==> config.mk <==
export PLATFORM = sky130hd
export DESIGN_NAME = spi_flash_command_sequencer
export DESIGN_NICKNAME = d
export VERILOG_FILES = /design/src/rtl/core/sfcs_pkg.sv /design/src/rtl/core/spi_flash_command_sequencer.sv /design/src/rtl/core/sfcs_front.sv /design/src/rtl/core/sfcs_queue.sv /design/src/rtl/core/sfcs_back.sv
export SDC_FILE = /design/constraint.sdc
export NUM_CORES = 1
export LEC_CHECK = 0
export ABC_AREA = 1
export BUFFER_PORTS_ARGS = -buffer_cell sky130_fd_sc_hd__buf_2
export CAP_MARGIN = 20
export CORE_UTILIZATION = 50
export CTS_BUF_LIST = sky130_fd_sc_hd__clkbuf_8 sky130_fd_sc_hd__clkbuf_16
export DETAILED_ROUTE_END_ITERATION = 8
export PLACE_DENSITY = 0.67
export SLEW_MARGIN = 20
export SYNTH_ARGS = -nofsm -noshare
export SYNTH_HDL_FRONTEND = slang
export SYNTH_SLANG_ARGS = --single-unit
==> constraint.sdc <==
create_clock -name clk -period 7.85 [get_ports clk]
set_input_delay 0.3925 -clock clk [delete_from_list [all_inputs] [get_ports clk]]
set_output_delay 0.3925 -clock clk [all_outputs]
set_load 0.01 [all_outputs]
==> src/rtl/core/sfcs_pkg.sv <==
// shared types and codes for the spi flash command sequencer
// no dependencies; imported by every module of the block
package sfcs_pkg;

  localparam int PAGE_BYTES_DEF   = 256;
  localparam int DEVICE_BYTES_DEF = 1048576;
  localparam int QDEPTH           = 4;
  localparam int QPTR_W           = $clog2(QDEPTH);

  localparam logic [2:0] MODE_READ   = 3'd0;
  localparam logic [2:0] MODE_WRITE  = 3'd1;
  localparam logic [2:0] MODE_ERASE  = 3'd2;
  localparam logic [2:0] MODE_STATUS = 3'd3;
  localparam logic [2:0] MODE_RBYTE  = 3'd4;
  localparam logic [2:0] MODE_WBYTE  = 3'd5;

  localparam logic [2:0] K_SPI   = 3'd0;
  localparam logic [2:0] K_HOST  = 3'd1;
  localparam logic [2:0] K_DONE  = 3'd2;
  localparam logic [2:0] K_ALIGN = 3'd3;
  localparam logic [2:0] K_PHASE = 3'd4;

  localparam logic [7:0] CMD_WREN = 8'h06;
  localparam logic [7:0] CMD_RDSR = 8'h05;
  localparam logic [7:0] CMD_READ = 8'h03;
  localparam logic [7:0] CMD_PP   = 8'h02;
  localparam logic [7:0] CMD_SE   = 8'hd8;

  // result sequences that one request turns into
  localparam logic [3:0] SEQ_ALIGN      = 4'd0;
  localparam logic [3:0] SEQ_PHASE      = 4'd1;
  localparam logic [3:0] SEQ_DONE       = 4'd2;
  localparam logic [3:0] SEQ_RDSR       = 4'd3;
  localparam logic [3:0] SEQ_PROG       = 4'd4;
  localparam logic [3:0] SEQ_ERASE_DONE = 4'd5;
  localparam logic [3:0] SEQ_ERASE_POLL = 4'd6;
  localparam logic [3:0] SEQ_READ       = 4'd7;
  localparam logic [3:0] SEQ_READ_DONE  = 4'd8;
  localparam logic [3:0] SEQ_HOST       = 4'd9;
  localparam logic [3:0] SEQ_HOST_DONE  = 4'd10;
  localparam logic [3:0] SEQ_WDATA      = 4'd11;
  localparam logic [3:0] SEQ_WDATA_DONE = 4'd12;
  localparam logic [3:0] SEQ_WDATA_POLL = 4'd13;

  typedef struct packed {
    logic [3:0]  seq;
    logic [23:0] addr;
    logic [20:0] ra;
    logic [7:0]  dbyte;
    logic        fe;
  } desc_t;

  typedef struct packed {
    logic  push;
    desc_t desc;
  } qwr_t;

endpackage

==> src/rtl/core/spi_flash_command_sequencer.sv <==
// spi nor flash command sequencer: read, page program and sector erase to spi byte frames
// depends on sfcs_pkg, sfcs_front, sfcs_queue, sfcs_back
// One request is taken per cycle while the four-entry descriptor queue has room; the back
// end delivers one result per cycle while out_stall is low; a request gives one or two
// results for status, data bytes and errors, four to six when a poll clears and a command
// header goes out. All but an empty program or erase and a misaligned erase start with
// an RDSR poll repeated while write-in-progress is set; program and erase get a write-enable
// frame first, programs split at page boundaries and erases are checked against the erase
// unit. Page and device sizes are powers of two; addresses wrap at the device size.
module spi_flash_command_sequencer import sfcs_pkg::*; #(
  parameter int PAGE_BYTES   = PAGE_BYTES_DEF,
  parameter int DEVICE_BYTES = DEVICE_BYTES_DEF
) (
  input  logic        clk,
  input  logic        rst_n,
  input  logic        cfg_we,
  input  logic [4:0]  cfg_wdata,
  input  logic        in_valid,
  output logic        in_stall,
  input  logic [2:0]  in_mode,
  input  logic [23:0] in_address,
  input  logic [20:0] in_length,
  input  logic [7:0]  in_data,
  output logic        out_valid,
  input  logic        out_stall,
  output logic [2:0]  out_kind,
  output logic [7:0]  out_out_byte,
  output logic        out_frame_start,
  output logic        out_frame_end,
  output logic [20:0] out_read_after,
  output logic        out_last
);

  qwr_t  qwr;
  desc_t head;
  logic  full, empty, pop;

  assign in_stall = full;

  sfcs_front #(
    .PAGE_BYTES   (PAGE_BYTES),
    .DEVICE_BYTES (DEVICE_BYTES)
  ) u_front (
    .clk       (clk),
    .rst_n     (rst_n),
    .cfg_we    (cfg_we),
    .cfg_wdata (cfg_wdata),
    .accept    (in_valid && !full),
    .mode      (in_mode),
    .address   (in_address),
    .length    (in_length),
    .data      (in_data),
    .qwr       (qwr)
  );

  sfcs_queue u_queue (
    .clk   (clk),
    .rst_n (rst_n),
    .qwr   (qwr),
    .pop   (pop),
    .full  (full),
    .empty (empty),
    .head  (head)
  );

  sfcs_back u_back (
    .clk             (clk),
    .rst_n           (rst_n),
    .head            (head),
    .empty           (empty),
    .pop             (pop),
    .out_valid       (out_valid),
    .out_stall       (out_stall),
    .out_kind        (out_kind),
    .out_out_byte    (out_out_byte),
    .out_frame_start (out_frame_start),
    .out_frame_end   (out_frame_end),
    .out_read_after  (out_read_after),
    .out_last        (out_last)
  );

endmodule

==> src/rtl/core/sfcs_front.sv <==
// front end: accepts requests, tracks the operation phase and emits job descriptors
// depends on sfcs_pkg
module sfcs_front import sfcs_pkg::*; #(
  parameter int PAGE_BYTES   = PAGE_BYTES_DEF,
  parameter int DEVICE_BYTES = DEVICE_BYTES_DEF
) (
  input  logic        clk,
  input  logic        rst_n,
  input  logic        cfg_we,
  input  logic [4:0]  cfg_wdata,
  input  logic        accept,
  input  logic [2:0]  mode,
  input  logic [23:0] address,
  input  logic [20:0] length,
  input  logic [7:0]  data,
  output qwr_t        qwr
);

  localparam int PAGE_W = $clog2(PAGE_BYTES);
  localparam logic [23:0] DEV_MASK = 24'(DEVICE_BYTES - 1);

  localparam logic [1:0] PH_IDLE  = 2'd0;
  localparam logic [1:0] PH_POLL  = 2'd1;
  localparam logic [1:0] PH_READ  = 2'd2;
  localparam logic [1:0] PH_WRITE = 2'd3;

  logic [4:0]        shift_r;
  logic [1:0]        phase_r, phase_nxt;
  logic [1:0]        op_r, op_nxt;
  logic [23:0]       cur_r, cur_nxt;
  logic [20:0]       left_r, left_nxt;
  logic [PAGE_W:0]   page_r, page_nxt;

  logic [4:0]        sh;
  logic [20:0]       um;
  logic [20:0]       unit;
  logic [PAGE_W:0]   room;
  logic [PAGE_W:0]   page_dec;
  logic [20:0]       left_dec;
  desc_t             d;

  always_comb begin
    if (shift_r < 5'd8) begin
      sh = 5'd8;
    end else if (shift_r > 5'd20) begin
      sh = 5'd20;
    end else begin
      sh = shift_r;
    end
    unit = 21'd1 << sh;
    um   = unit - 21'd1;
    room = (PAGE_W + 1)'(PAGE_BYTES) - {1'b0, cur_r[PAGE_W-1:0]};
    page_dec = (page_r != '0) ? page_r - 1'b1 : page_r;
    left_dec = (left_r != '0) ? left_r - 21'd1 : left_r;
  end

  always_comb begin
    phase_nxt = phase_r;
    op_nxt    = op_r;
    cur_nxt   = cur_r;
    left_nxt  = left_r;
    page_nxt  = page_r;
    d.seq     = SEQ_PHASE;
    d.addr    = cur_r;
    d.ra      = '0;
    d.dbyte   = ~data;
    d.fe      = 1'b0;
    if (mode <= MODE_ERASE && phase_r == PH_IDLE) begin
      if (mode == MODE_ERASE && ((address & {3'b000, um}) != '0 || (length & um) != '0)) begin
        d.seq = SEQ_ALIGN;
      end else begin
        op_nxt   = mode[1:0];
        cur_nxt  = address & DEV_MASK;
        left_nxt = length;
        if (mode != MODE_READ && length == '0) begin
          d.seq = SEQ_DONE;
        end else begin
          d.seq     = SEQ_RDSR;
          phase_nxt = PH_POLL;
        end
      end
    end else if (mode == MODE_STATUS && phase_r == PH_POLL) begin
      if (data[0]) begin
        d.seq = SEQ_RDSR;
      end else if (op_r == MODE_WRITE[1:0]) begin
        d.seq     = SEQ_PROG;
        page_nxt  = (21'(room) < left_r) ? room : left_r[PAGE_W:0];
        phase_nxt = PH_WRITE;
      end else if (op_r == MODE_ERASE[1:0]) begin
        d.fe     = 1'b1;
        cur_nxt  = (cur_r + {3'b000, unit}) & DEV_MASK;
        left_nxt = (left_r > unit) ? left_r - unit : '0;
        if (left_r <= unit) begin
          d.seq     = SEQ_ERASE_DONE;
          phase_nxt = PH_IDLE;
        end else begin
          d.seq = SEQ_ERASE_POLL;
        end
      end else begin
        d.fe = 1'b1;
        d.ra = left_r;
        if (left_r == '0) begin
          d.seq     = SEQ_READ_DONE;
          phase_nxt = PH_IDLE;
        end else begin
          d.seq     = SEQ_READ;
          phase_nxt = PH_READ;
        end
      end
    end else if (mode == MODE_RBYTE && phase_r == PH_READ) begin
      left_nxt = left_dec;
      if (left_dec == '0) begin
        d.seq     = SEQ_HOST_DONE;
        phase_nxt = PH_IDLE;
      end else begin
        d.seq = SEQ_HOST;
      end
    end else if (mode == MODE_WBYTE && phase_r == PH_WRITE) begin
      page_nxt = page_dec;
      left_nxt = left_dec;
      cur_nxt  = (cur_r + 24'd1) & DEV_MASK;
      d.fe     = (page_dec == '0);
      if (page_dec != '0) begin
        d.seq = SEQ_WDATA;
      end else if (left_dec == '0) begin
        d.seq     = SEQ_WDATA_DONE;
        phase_nxt = PH_IDLE;
      end else begin
        d.seq     = SEQ_WDATA_POLL;
        phase_nxt = PH_POLL;
      end
    end
  end

  assign qwr.push = accept;
  assign qwr.desc = d;

  always_ff @(posedge clk) begin
    if (!rst_n) begin
      shift_r <= 5'd16;
      phase_r <= PH_IDLE;
      op_r    <= '0;
      cur_r   <= '0;
      left_r  <= '0;
      page_r  <= '0;
    end else begin
      if (cfg_we) begin
        shift_r <= cfg_wdata;
      end
      if (accept) begin
        phase_r <= phase_nxt;
        op_r    <= op_nxt;
        cur_r   <= cur_nxt;
        left_r  <= left_nxt;
        page_r  <= page_nxt;
      end
    end
  end

endmodule

==> src/rtl/core/sfcs_queue.sv <==
// short descriptor queue between front end and back end
// depends on sfcs_pkg
module sfcs_queue import sfcs_pkg::*; (
  input  logic  clk,
  input  logic  rst_n,
  input  qwr_t  qwr,
  input  logic  pop,
  output logic  full,
  output logic  empty,
  output desc_t head
);

  desc_t             mem_r [QDEPTH];
  logic [QPTR_W-1:0] wp_r, rp_r;
  logic [QPTR_W:0]   cnt_r, cnt_nxt;
  logic              do_push, do_pop;

  assign full    = (cnt_r == (QPTR_W + 1)'(QDEPTH));
  assign empty   = (cnt_r == '0);
  assign head    = mem_r[rp_r];
  assign do_push = qwr.push && !full;
  assign do_pop  = pop && !empty;

  always_comb begin
    cnt_nxt = cnt_r;
    if (do_push && !do_pop) begin
      cnt_nxt = cnt_r + 1'b1;
    end else if (do_pop && !do_push) begin
      cnt_nxt = cnt_r - 1'b1;
    end
  end

  always_ff @(posedge clk) begin
    if (do_push) begin
      mem_r[wp_r] <= qwr.desc;
    end
  end

  always_ff @(posedge clk) begin
    if (!rst_n) begin
      wp_r  <= '0;
      rp_r  <= '0;
      cnt_r <= '0;
    end else begin
      if (do_push) begin
        wp_r <= wp_r + 1'b1;
      end
      if (do_pop) begin
        rp_r <= rp_r + 1'b1;
      end
      cnt_r <= cnt_nxt;
    end
  end

endmodule

==> src/rtl/core/sfcs_back.sv <==
// back end: expands job descriptors into spi bytes and host results
// depends on sfcs_pkg
module sfcs_back import sfcs_pkg::*; (
  input  logic        clk,
  input  logic        rst_n,
  input  desc_t       head,
  input  logic        empty,
  output logic        pop,
  output logic        out_valid,
  input  logic        out_stall,
  output logic [2:0]  out_kind,
  output logic [7:0]  out_out_byte,
  output logic        out_frame_start,
  output logic        out_frame_end,
  output logic [20:0] out_read_after,
  output logic        out_last
);

  localparam logic [3:0] STP_ALIGN = 4'd0;
  localparam logic [3:0] STP_PHASE = 4'd1;
  localparam logic [3:0] STP_DONE  = 4'd2;
  localparam logic [3:0] STP_RDSR  = 4'd3;
  localparam logic [3:0] STP_WREN  = 4'd4;
  localparam logic [3:0] STP_PP    = 4'd5;
  localparam logic [3:0] STP_SE    = 4'd6;
  localparam logic [3:0] STP_RD    = 4'd7;
  localparam logic [3:0] STP_A2    = 4'd8;
  localparam logic [3:0] STP_A1    = 4'd9;
  localparam logic [3:0] STP_A0    = 4'd10;
  localparam logic [3:0] STP_HOST  = 4'd11;
  localparam logic [3:0] STP_WDATA = 4'd12;

  function automatic logic [2:0] seq_len(input logic [3:0] seq);
    case (seq)
      SEQ_PROG:       seq_len = 3'd5;
      SEQ_ERASE_DONE: seq_len = 3'd6;
      SEQ_ERASE_POLL: seq_len = 3'd6;
      SEQ_READ:       seq_len = 3'd4;
      SEQ_READ_DONE:  seq_len = 3'd5;
      SEQ_HOST_DONE:  seq_len = 3'd2;
      SEQ_WDATA_DONE: seq_len = 3'd2;
      SEQ_WDATA_POLL: seq_len = 3'd2;
      default:        seq_len = 3'd1;
    endcase
  endfunction

  function automatic logic [3:0] seq_step(input logic [3:0] seq, input logic [2:0] idx);
    logic [3:0] s;
    s = STP_PHASE;
    case (seq)
      SEQ_ALIGN: s = STP_ALIGN;
      SEQ_DONE:  s = STP_DONE;
      SEQ_RDSR:  s = STP_RDSR;
      SEQ_PROG, SEQ_ERASE_DONE, SEQ_ERASE_POLL: begin
        case (idx)
          3'd0:    s = STP_WREN;
          3'd1:    s = (seq == SEQ_PROG) ? STP_PP : STP_SE;
          3'd2:    s = STP_A2;
          3'd3:    s = STP_A1;
          3'd4:    s = STP_A0;
          default: s = (seq == SEQ_ERASE_DONE) ? STP_DONE : STP_RDSR;
        endcase
      end
      SEQ_READ, SEQ_READ_DONE: begin
        case (idx)
          3'd0:    s = STP_RD;
          3'd1:    s = STP_A2;
          3'd2:    s = STP_A1;
          3'd3:    s = STP_A0;
          default: s = STP_DONE;
        endcase
      end
      SEQ_HOST, SEQ_HOST_DONE: begin
        s = (idx == 3'd0) ? STP_HOST : STP_DONE;
      end
      SEQ_WDATA, SEQ_WDATA_DONE, SEQ_WDATA_POLL: begin
        if (idx == 3'd0) begin
          s = STP_WDATA;
        end else begin
          s = (seq == SEQ_WDATA_POLL) ? STP_RDSR : STP_DONE;
        end
      end
      default: s = STP_PHASE;
    endcase
    return s;
  endfunction

  logic [2:0]  idx_r;
  logic        vld_r;
  logic [2:0]  kind_r, kind_nxt;
  logic [7:0]  byte_r, byte_nxt;
  logic        fs_r, fs_nxt;
  logic        fe_r, fe_nxt;
  logic [20:0] ra_r, ra_nxt;
  logic        last_r, last_nxt;
  logic        load;
  logic [3:0]  step;

  assign load = !empty && (!vld_r || !out_stall);
  assign pop  = load && last_nxt;
  assign step = seq_step(head.seq, idx_r);

  always_comb begin
    kind_nxt = K_SPI;
    byte_nxt = '0;
    fs_nxt   = 1'b0;
    fe_nxt   = 1'b0;
    ra_nxt   = '0;
    last_nxt = (idx_r == seq_len(head.seq) - 3'd1);
    case (step)
      STP_ALIGN: kind_nxt = K_ALIGN;
      STP_DONE:  kind_nxt = K_DONE;
      STP_RDSR: begin
        byte_nxt = CMD_RDSR;
        fs_nxt   = 1'b1;
        fe_nxt   = 1'b1;
        ra_nxt   = 21'd1;
      end
      STP_WREN: begin
        byte_nxt = CMD_WREN;
        fs_nxt   = 1'b1;
        fe_nxt   = 1'b1;
      end
      STP_PP: begin
        byte_nxt = CMD_PP;
        fs_nxt   = 1'b1;
      end
      STP_SE: begin
        byte_nxt = CMD_SE;
        fs_nxt   = 1'b1;
      end
      STP_RD: begin
        byte_nxt = CMD_READ;
        fs_nxt   = 1'b1;
      end
      STP_A2: byte_nxt = head.addr[23:16];
      STP_A1: byte_nxt = head.addr[15:8];
      STP_A0: begin
        byte_nxt = head.addr[7:0];
        fe_nxt   = head.fe;
        ra_nxt   = head.ra;
      end
      STP_HOST: begin
        kind_nxt = K_HOST;
        byte_nxt = head.dbyte;
      end
      STP_WDATA: begin
        byte_nxt = head.dbyte;
        fe_nxt   = head.fe;
      end
      default: kind_nxt = K_PHASE;
    endcase
  end

  always_ff @(posedge clk) begin
    if (!rst_n) begin
      vld_r <= 1'b0;
      idx_r <= '0;
    end else begin
      if (load) begin
        vld_r <= 1'b1;
        idx_r <= last_nxt ? 3'd0 : idx_r + 3'd1;
      end else if (!out_stall) begin
        vld_r <= 1'b0;
      end
    end
  end

  always_ff @(posedge clk) begin
    if (load) begin
      kind_r <= kind_nxt;
      byte_r <= byte_nxt;
      fs_r   <= fs_nxt;
      fe_r   <= fe_nxt;
      ra_r   <= ra_nxt;
      last_r <= last_nxt;
    end
  end

  assign out_valid       = vld_r;
  assign out_kind        = kind_r;
  assign out_out_byte    = byte_r;
  assign out_frame_start = fs_r;
  assign out_frame_end   = fe_r;
  assign out_read_after  = ra_r;
  assign out_last        = last_r;

  a_idx_bound: assert property (@(posedge clk) disable iff (!rst_n)
    idx_r <= 3'd5)
    else $error("step index past longest sequence");

  a_flags_spi_only: assert property (@(posedge clk) disable iff (!rst_n)
    out_valid && out_kind != K_SPI |-> !out_frame_start && !out_frame_end
      && out_read_after == '0)
    else $error("frame flags on a non spi result");

  a_pop_marks_last: assert property (@(posedge clk) disable iff (!rst_n)
    pop |=> out_valid && out_last && idx_r == 3'd0)
    else $error("descriptor retired without last result");

endmodule

---- Yosys cells after proc, flatten, opt, wreduce, memory -nomap -nowiden ----
Memory sizes are Yosys's and may differ from the RTL's. A register that Yosys moved wholly into a read port is not among the register bits.
Cells that the tools add are included.
operators by class
  add/subtract/negate cells ............... 13
  $lt $le $gt $ge ......................... 6
  equal/unequal tests ..................... 51
  shift operators ......................... 1
  multiplexer cells ....................... 88
  bitwise logic cells ..................... 5
  reduce and logical (&&, ||, !) cells .... 54
operators with widths
  operator               count
  $mux 21                15
  $mux 24                8
  $pmux 8 s9             1
  $logic_not 21->1       3
  $mux 9                 7
  $mux 4                 12
  $eq 4x4->1 const B     11
  $pmux 21 s2            1
  $reduce_bool 21->1     2
  $sub 21x1->21 const B  2
  $mux 2                 18
  $eq 4x3->1 const B     8
  $pmux 4 s7             1
  $and 24x21->24         1
  $reduce_bool 24->1     1
  $and 21x21->21         1
  $gt 21x21->1           1
  $le 21x21->1           1
  $lt 9x21->1            1
  $shl 1x5->21 const A   1
  $sub 21x21->21         1
  $add 20x1->20 const B  1
  $add 20x20->20         1
  $pmux 4 s5             1
  other kinds (49)       118
storage, ports and cells
  bits in registers ....................... 109
  RAM bits ................................ 232
  bits in read-only memories .............. 48
  bits of input ports ..................... 66
  output and inout port bits .............. 37
  word-level logic and storage cells ...... 237
  memories ................................ 2
memories
  name             depth  bits a word  rd ports  clocked after Yosys merged registers in  write ports  RTL line          text
  u_queue.mem_r    4      58           1         1                                        1            sfcs_queue.sv:13  desc_t mem_r [QDEPTH];
  (no name shown)  16     3            1         0                                        0            sfcs_back.sv:34   case (seq)

---- Depth between registers and ports, before layout ----
Gate-level depths: netlist of the first run.
  depth after elaboration ................. 11
  gate-level depth with buffers ........... 24
  mapped depth without buffers ............ 23

---- By module ----
Synthesis of the first run repeated with hierarchy kept, for this count alone.
unflattened totals
  cells, all modules ...................... 2,239
  area, all modules ....................... 19,180.9 µm²
modules (own cells, without submodules)
  module                       instances  cells each  area an instance (µm²)  seq. area each (µm²)
  sfcs_queue                   1          631         9,156.3                 7,146.9
  sfcs_front                   1          1,288       7,400.8                 1,181.1
  sfcs_back                    1          318         2,613.8                 1,131.1
  spi_flash_command_sequencer  1          2           10.0                    0.0

---- Worst setup path after synthesis of the first run ----
Ideal clock, no wire load.
  path kind ............................... reg-to-reg
  start point ............................. reg (tool-made name)
  end point ............................... reg u_queue.cnt_r[2]
  library setup time ...................... 0.122 ns
  data arrival time ....................... 4.168 ns
  required time ........................... 7.728 ns
  slack ................................... 3.559 ns
  stages on the path, launching flop included .. 25
  buffers on the path ..................... 4
  period minus slack after synthesis ...... 4.291 ns
  cell sequence ........................... dfxtp_1 buf_2 clkbuf_1 clkbuf_1 buf_1 nand2_1 a32oi_1 inv_1 ha_1 a22oi_1 o21ai_0 ha_1 xnor2_1 a21o_1 a21oi_1 nand2_1 inv_1 nand2_1 ha_1 inv_1 fa_1 a21oi_1 o21ai_0 o21ai_0 a21oi_1
RTL lines
  what                  RTL line          text
  to (signal assigned)  sfcs_queue.sv:51  cnt_r <= cnt_nxt;
  to (decl)             sfcs_queue.sv:15  logic [QPTR_W:0] cnt_r, cnt_nxt;

==> flow_metrics.env, run 1 <==
export IMPL_yosysWarnings=0
export IMPL_postCtsResizedCells=0
export IMPL_ys_flop_type="edfxtp_1"
export IMPL_synth_area_leaders="edfxtp_1 (42%), nand2_1 (9.5%), dfxtp_1 (8.1%)"
export IMPL_period_share_pct=59.5
export IMPL_track_usage_pct=27.2
export IMPL_swShare_pct=37.6
export IMPL_final_max_slew_viol_count=0
export IMPL_drtIter0Drc=1237
export IMPL_ant_nets=0
export IMPL_clock_path_buffers=3
export IMPL_fin_cells=2642
export IMPL_total_power_mw=5.99
export IMPL_io_pins=103
export IMPL_post_route_util_pct=56.9
export IMPL_layout_commonest_cell="nand2_1"
export IMPL_worstMarginPinSlew_ns=1.09
export IMPL_die_w_um=190
export IMPL_avgSynthCellArea_um2=8.56
export IMPL_core_area_um2=34700
export IMPL_p_seq_share_pct=38.8
export IMPL_leakagePower_nw=8.26
export IMPL_pwr_density_cell_nw_per_um2=303
export IMPL_cp_slowest_stage_delay_ns=0.79
export IMPL_grt_pass1_wl_um=76300
export IMPL_crit_chain="buf_4, nand2_1, a32oi_1, inv_1, ha_1, a22oi_1, o21ai_0, ha_1, xnor2_1, a21o_1, a21oi_1, nand2_1, inv_1, nand2_1, ha_1, inv_1, fa_1, a21oi_1, o21ai_0, o21ai_0, a21oi_1"
export IMPL_syn_inst=2074
export IMPL_switchingPower_mw=2.25
export IMPL_cts_tree="done"
export IMPL_finClkSkew_ns=0.0127
export IMPL_synth_cell_type_count=56
export IMPL_regArea_um2=8980
export IMPL_cts_sinks=323
export IMPL_place_hpwl_um=33800
export IMPL_setup_tns_ns=0
export IMPL_area_growth_pct=11.3
export IMPL_design_area_um2=19800
export IMPL_synth_async_reset_ratio_pct=0
export IMPL_slowest_stage="buf_4"
export IMPL_fillers=3181
export IMPL_routed_wl_um=48900
export IMPL_startpoint_type="flop"
export IMPL_dpl_cell_area_um2=18700
export IMPL_slew_headroom_pct=27.4
export IMPL_post_route_min_period_ns=4.67
export IMPL_layout_common_cells="nand2_1 (450), nor2_1 (274), edfxtp_1 (251)"
export IMPL_required_ns=8.26
export IMPL_numCtsBuffers=35
export IMPL_maxCapViolCount=0
export IMPL_yosysSeqAreaShare_pct=50.6
export IMPL_intPower_mw=3.74
export IMPL_multiInputGateArea_um2=7890
export IMPL_arrival_ns=5.09
export IMPL_routabilityCongestion=0.991
export IMPL_ys_ff_latch=323
export IMPL_syn_area_um2=17800
export IMPL_vias_per_cell=5.65
export IMPL_crit_type="reg2reg"
export IMPL_die_h_um=190
export IMPL_grt_max_degree=102
export IMPL_clkLatencyLatePin_ns=0.53
export IMPL_worst_ir_drop_vdd_mv=0.169
export IMPL_holdCritPathClass="in2reg"
export IMPL_hold_viol=0
export IMPL_clk_pin_slew_ns=0.06
export IMPL_crit_fanout=101
export IMPL_fmax_mhz=214
export IMPL_root_buffer="clkbuf_16"
export IMPL_synth_area_leader_cell="edfxtp_1"
export IMPL_netlist_area_leader_share_pct=42.5
export IMPL_grt_pass1_vias=14000
export IMPL_path_delay_family="compound AO/OA/AOI/OAI gates"
export IMPL_overflow=0
export IMPL_drtPass1Iterations=5
export IMPL_post_cts_buffers=0
export IMPL_avgRoutedWirePerCell_um=18.5
export IMPL_p_clk_share_pct=25.7
export IMPL_htree_levels=2
export IMPL_dp_cells=2577
export IMPL_pwr_share_comb_pct=35.5
export IMPL_critPathBufInv=4
export IMPL_vias=14900
export IMPL_synth_edff_count=251
export IMPL_drive_gt1_share_pct=9.38
export IMPL_status="finished, final reports clean"
export IMPL_setup_viol=0
export IMPL_drc_errors=0
export IMPL_fp_row_count=68
export IMPL_worstHoldStart="cfg_we"
export IMPL_antenna_found_initial=4
export IMPL_start_util_pct=51.1
export IMPL_cts_hold_buf=0
export IMPL_dieArea_um2=36300
export IMPL_end_kind="flop"
export IMPL_io_buffers=99
export IMPL_layout_nets=2295
export IMPL_rsz0062_at_grt="no"
## area by class of cell
| cell class | count | area share, % |
|---|---|---|
| flip-flops and latches | 323 | 45.5 |
| multi-input cells | 1515 | 39.9 |
| clock buffers | 37 | 4.63 |
| inverters | 169 | 3.21 |
| repair buffers | 115 | 3.11 |
| well taps | 455 | 2.88 |
| clock inverters | 26 | 0.779 |
| diodes | 2 | 0.0253 |
## metrics by stage
stage	hold slack (ns)	worst slack, ns
after detailed placement	0.459	3.16
after global placement	0.447	3.33
after floorplan	0.436	3.56
after CTS	0.0691	3.14
final	0.0835	3.18
after global routing	0.101	2.70
## cells in the mapped netlist (all sizes together) (34+ instances only)
| library cell | count |
|---|---|
| a21oi | 166 |
| clkbuf | 60 |
| dfxtp | 72 |
| edfxtp | 251 |
| ha | 67 |
| inv | 167 |
| nand2 | 454 |
| nand3 | 94 |
| nor2 | 285 |
| nor3 | 45 |
| o21ai | 158 |
| xor2 | 34 |
## cell families after synthesis
kind of cell	after synthesis	share of synthesized area, %
and+or+nand+nor	930	21.8
AOI/OAI and AO/OA	440	14.1
DFF	323	50.6
buffers and inverters	253	5.60
adders and majority gates	70	5.06
xor gates and xnor gates	55	2.71
other	2	0.0423
muxes	1	0.0564
## layer usage
layer	part of all wire (%)	routed length, um	global-route usage (%)	vias up
li1	-	-	-	7318
met1	45	22000	38.0	7006
met2	45	22200	43.4	503
met3	6.9	3360	4.25	91
met4	2.7	1340	8.43	2
met5	0.027	13	0	-
## final timing paths
kind,endpoint,slack [ns],cells after the start
hold / removal,u_front.shift_r[4],0.08,2
hold reg to reg,u_front.page_r[8],0.47,2
setup reg to reg,u_queue.cnt_r[2],3.18,21
setup / recovery,u_queue.cnt_r[2],3.18,21
## power by group through the flow
stage          clock (mW)  sequential, mW  combinational, mW
4_1_cts              1.57            2.33               2.12
2_1_floorplan           0            2.36               1.46
3_5_place_dp            0            2.36               2.11
6_report             1.54            2.33               2.13
5_1_grt              1.63            2.35               2.40
3_3_place_gp            0            2.35               2.07
## sequential cells by signal, summed over array words and instances, names as in the netlist, named ones only
name,flops
u_queue.wp_r,2
u_front.cur_r,20
u_front.shift_r,5
u_queue.cnt_r,3
u_front.left_r,21
u_front.op_r,2
u_back.out_read_after,21
u_back.out_frame_start,1
u_queue.rp_r,2
u_back.out_valid,1
u_back.out_out_byte,8
u_back.out_last,1
u_back.out_kind,3
u_queue.mem_r,216
u_front.phase_r,2
u_back.out_frame_end,1
u_back.idx_r,3
u_front.page_r,9
## worst register-to-register path, cell delays in order (launching register included)
cell     delay (ns)
dfxtp_4        0.40
buf_4          0.79
nand2_1        0.11
a32oi_1        0.37
inv_1          0.10
ha_1           0.24
a22oi_1        0.21
o21ai_0        0.18
ha_1           0.25
xnor2_1        0.18
a21o_1         0.11
a21oi_1        0.05
nand2_1        0.12
inv_1          0.09
nand2_1        0.16
ha_1           0.18
inv_1          0.08
fa_1           0.45
a21oi_1        0.15
o21ai_0        0.11
o21ai_0        0.16
a21oi_1        0.06
Note: power is estimated with default switching activity, not from simulation.
==> run 2, diff against run 1 <==
- PLACE_DENSITY: 0.67 -> 0.7
- clock period: 7.85 -> 4.2 ns (I/O delays scaled with it)
==> flow_metrics.env, run 2 (synthesis results as in run 1) <==
export IMPL_startpoint_type="flop"
export IMPL_p_seq_share_pct=37.3
export IMPL_dr_max_layer_used="met4"
export IMPL_fmax_mhz=266
export IMPL_cts_sinks=323
export IMPL_maxCapViolCount=0
export IMPL_io_pins=103
export IMPL_holdCritPathClass="in2reg"
export IMPL_setup_tns_ns=0
export IMPL_numCtsBuffers=35
export IMPL_drive_gt1_share_pct=10.3
export IMPL_htree_levels=2
export IMPL_intPower_mw=7.36
export IMPL_p_clk_share_pct=28.1
export IMPL_status="finished, final reports clean"
export IMPL_layout_nets=2315
export IMPL_cts_tree="done"
export IMPL_final_max_slew_viol_count=0
export IMPL_top_register="u_queue.mem_r"
export IMPL_grt_max_degree=72
export IMPL_required_ns=4.60
export IMPL_drtPass1Iterations=5
export IMPL_crit_type="reg2reg"
export IMPL_post_route_min_period_ns=3.76
export IMPL_vias_per_cell=5.63
export IMPL_finClkSkew_ns=0.0215
export IMPL_drtIter0Drc=1293
export IMPL_period_share_pct=89.6
export IMPL_end_kind="flop"
export IMPL_drc_errors=0
export IMPL_drt_met1_wl_um=21600
export IMPL_pwr_density_cell_nw_per_um2=579
export IMPL_core_area_um2=34700
export IMPL_regArea_um2=8980
export IMPL_setup_viol=0
export IMPL_place_hpwl_um=34700
export IMPL_dp_slack_ns=0.449
export IMPL_clkLatencyLatePin_ns=0.53
export IMPL_routabilityCongestion=0.941
export IMPL_met3_length_um=3620
export IMPL_worstMarginPinSlew_ns=0.902
export IMPL_area_growth_pct=13.2
export IMPL_diodes=0
export IMPL_layout_commonest_cell="nand2_1"
export IMPL_wl_met2_um=22000
export IMPL_die_h_um=190
export IMPL_layout_common_cells="nand2_1 (450), nor2_1 (274), edfxtp_1 (251)"
export IMPL_ant_nets=0
export IMPL_total_power_mw=11.6
export IMPL_grt_pass1_wl_um=77100
export IMPL_start_util_pct=51.1
export IMPL_arrival_ns=4.16
export IMPL_clock_path_buffers=3
export IMPL_die_w_um=190
export IMPL_io_buffers=99
export IMPL_root_buffer="clkbuf_16"
export IMPL_pwr_share_comb_pct=34.6
export IMPL_dieArea_um2=36300
export IMPL_hold_viol=0
export IMPL_multiInputGateArea_um2=7890
export IMPL_whs_ns=0.0125
export IMPL_worst_ir_drop_vdd_mv=0.338
export IMPL_fillers=3112
export IMPL_largest_reg_flops=216
export IMPL_post_cts_buffers=0
export IMPL_switchingPower_mw=4.28
export IMPL_fin_ws_ns=0.435
export IMPL_swShare_pct=36.8
export IMPL_track_usage_pct=27.4
export IMPL_clk_pin_slew_ns=0.06
export IMPL_slew_headroom_pct=39.3
export IMPL_leakagePower_nw=8.41
export IMPL_fp_row_count=68
export IMPL_avgRoutedWirePerCell_um=18.5
export IMPL_overflow=0
export IMPL_routed_wl_um=49200
export IMPL_vias=15000
export IMPL_crit_fanout=35
export IMPL_antenna_found_initial=0
export IMPL_rsz0062_at_grt="no"
export IMPL_post_route_util_pct=57.9
export IMPL_grt_pass1_vias=14400
run 2: cell types whose count changed in the layout (fill, tap and decap cells not counted), moves of 4 or more:
cell	change
clkinv_1	-4
bufinv_16	+5
buf_4	+8
inv_1	-8
dlygate4sd3_1	+11
clkinv_2	+6
run 2: critical path: stages (launching register included):
cell     delay (ns)
dfxtp_4        0.38
buf_4          0.36
nand2_1        0.09
nand3_1        0.10
nand2_1        0.09
inv_2          0.07
nor2_2         0.05
a22oi_1        0.22
o21ai_0        0.20
ha_1           0.25
xnor2_1        0.18
a21o_1         0.10
a21oi_1        0.05
nand2_1        0.11
inv_1          0.08
nand2_1        0.15
ha_1           0.17
inv_1          0.07
fa_1           0.43
a21oi_1        0.15
o21ai_0        0.11
o21ai_0        0.16
a21oi_1        0.05
run 2: routing by layer:
metal  vias up  global-route usage [%]
met5         -                       0
met4         0                    11.2
met3       116                    4.10
met2       538                    43.7
met1      6991                    37.4
li1       7340                       -
run 2: repair_timing:
action,4_1_cts,5_1_grt
gates resized for setup,0,1
hold buffers,11,0
hold endpoints to repair,13,0
endpoints found under the setup margin,0,2
run 2: layout make-up:
cell class,instances,area share (%)
Sequential cell,323,44.7
Multi-Input combinational cell,1515,39.2
Clock buffer,38,4.62
Timing Repair Buffer,135,3.97
Inverter,169,3.16
Tap cell,455,2.83
Clock inverter,26,1.49
run 2: worst paths after layout:
path | from | to | slack [ns] | cells after the start
max | flop | u_queue.cnt_r[2] | 0.44 | 22
max reg2reg | flop | u_queue.cnt_r[2] | 0.44 | 22
min reg2reg | u_queue.rp_r[0] | flop | 0.46 | 2
min | in_data[7] | u_queue.mem_r[0][8] | 0.01 | 2
run 2: through the flow:
stage | instance area, um^2 | std cells
3_5_place_dp | 18800 | 2586
3_3_place_gp | 18800 | 2586
6_report | 20100 | 2661
4_1_cts | 20100 | 2661
2_1_floorplan | 17800 | 2091
5_1_grt | 20100 | 2661
run 2: power groups by stage:
stage / Combinational (mW) / Clock [mW] / Sequential [mW]
floorplan: 2.73 / 0 / 4.42
global placement: 3.91 / 0 / 4.38
detailed placement: 3.97 / 0 / 4.40
CTS: 4.00 / 3.30 / 4.34
global route: 4.52 / 3.44 / 4.38
finish: 4.03 / 3.27 / 4.34
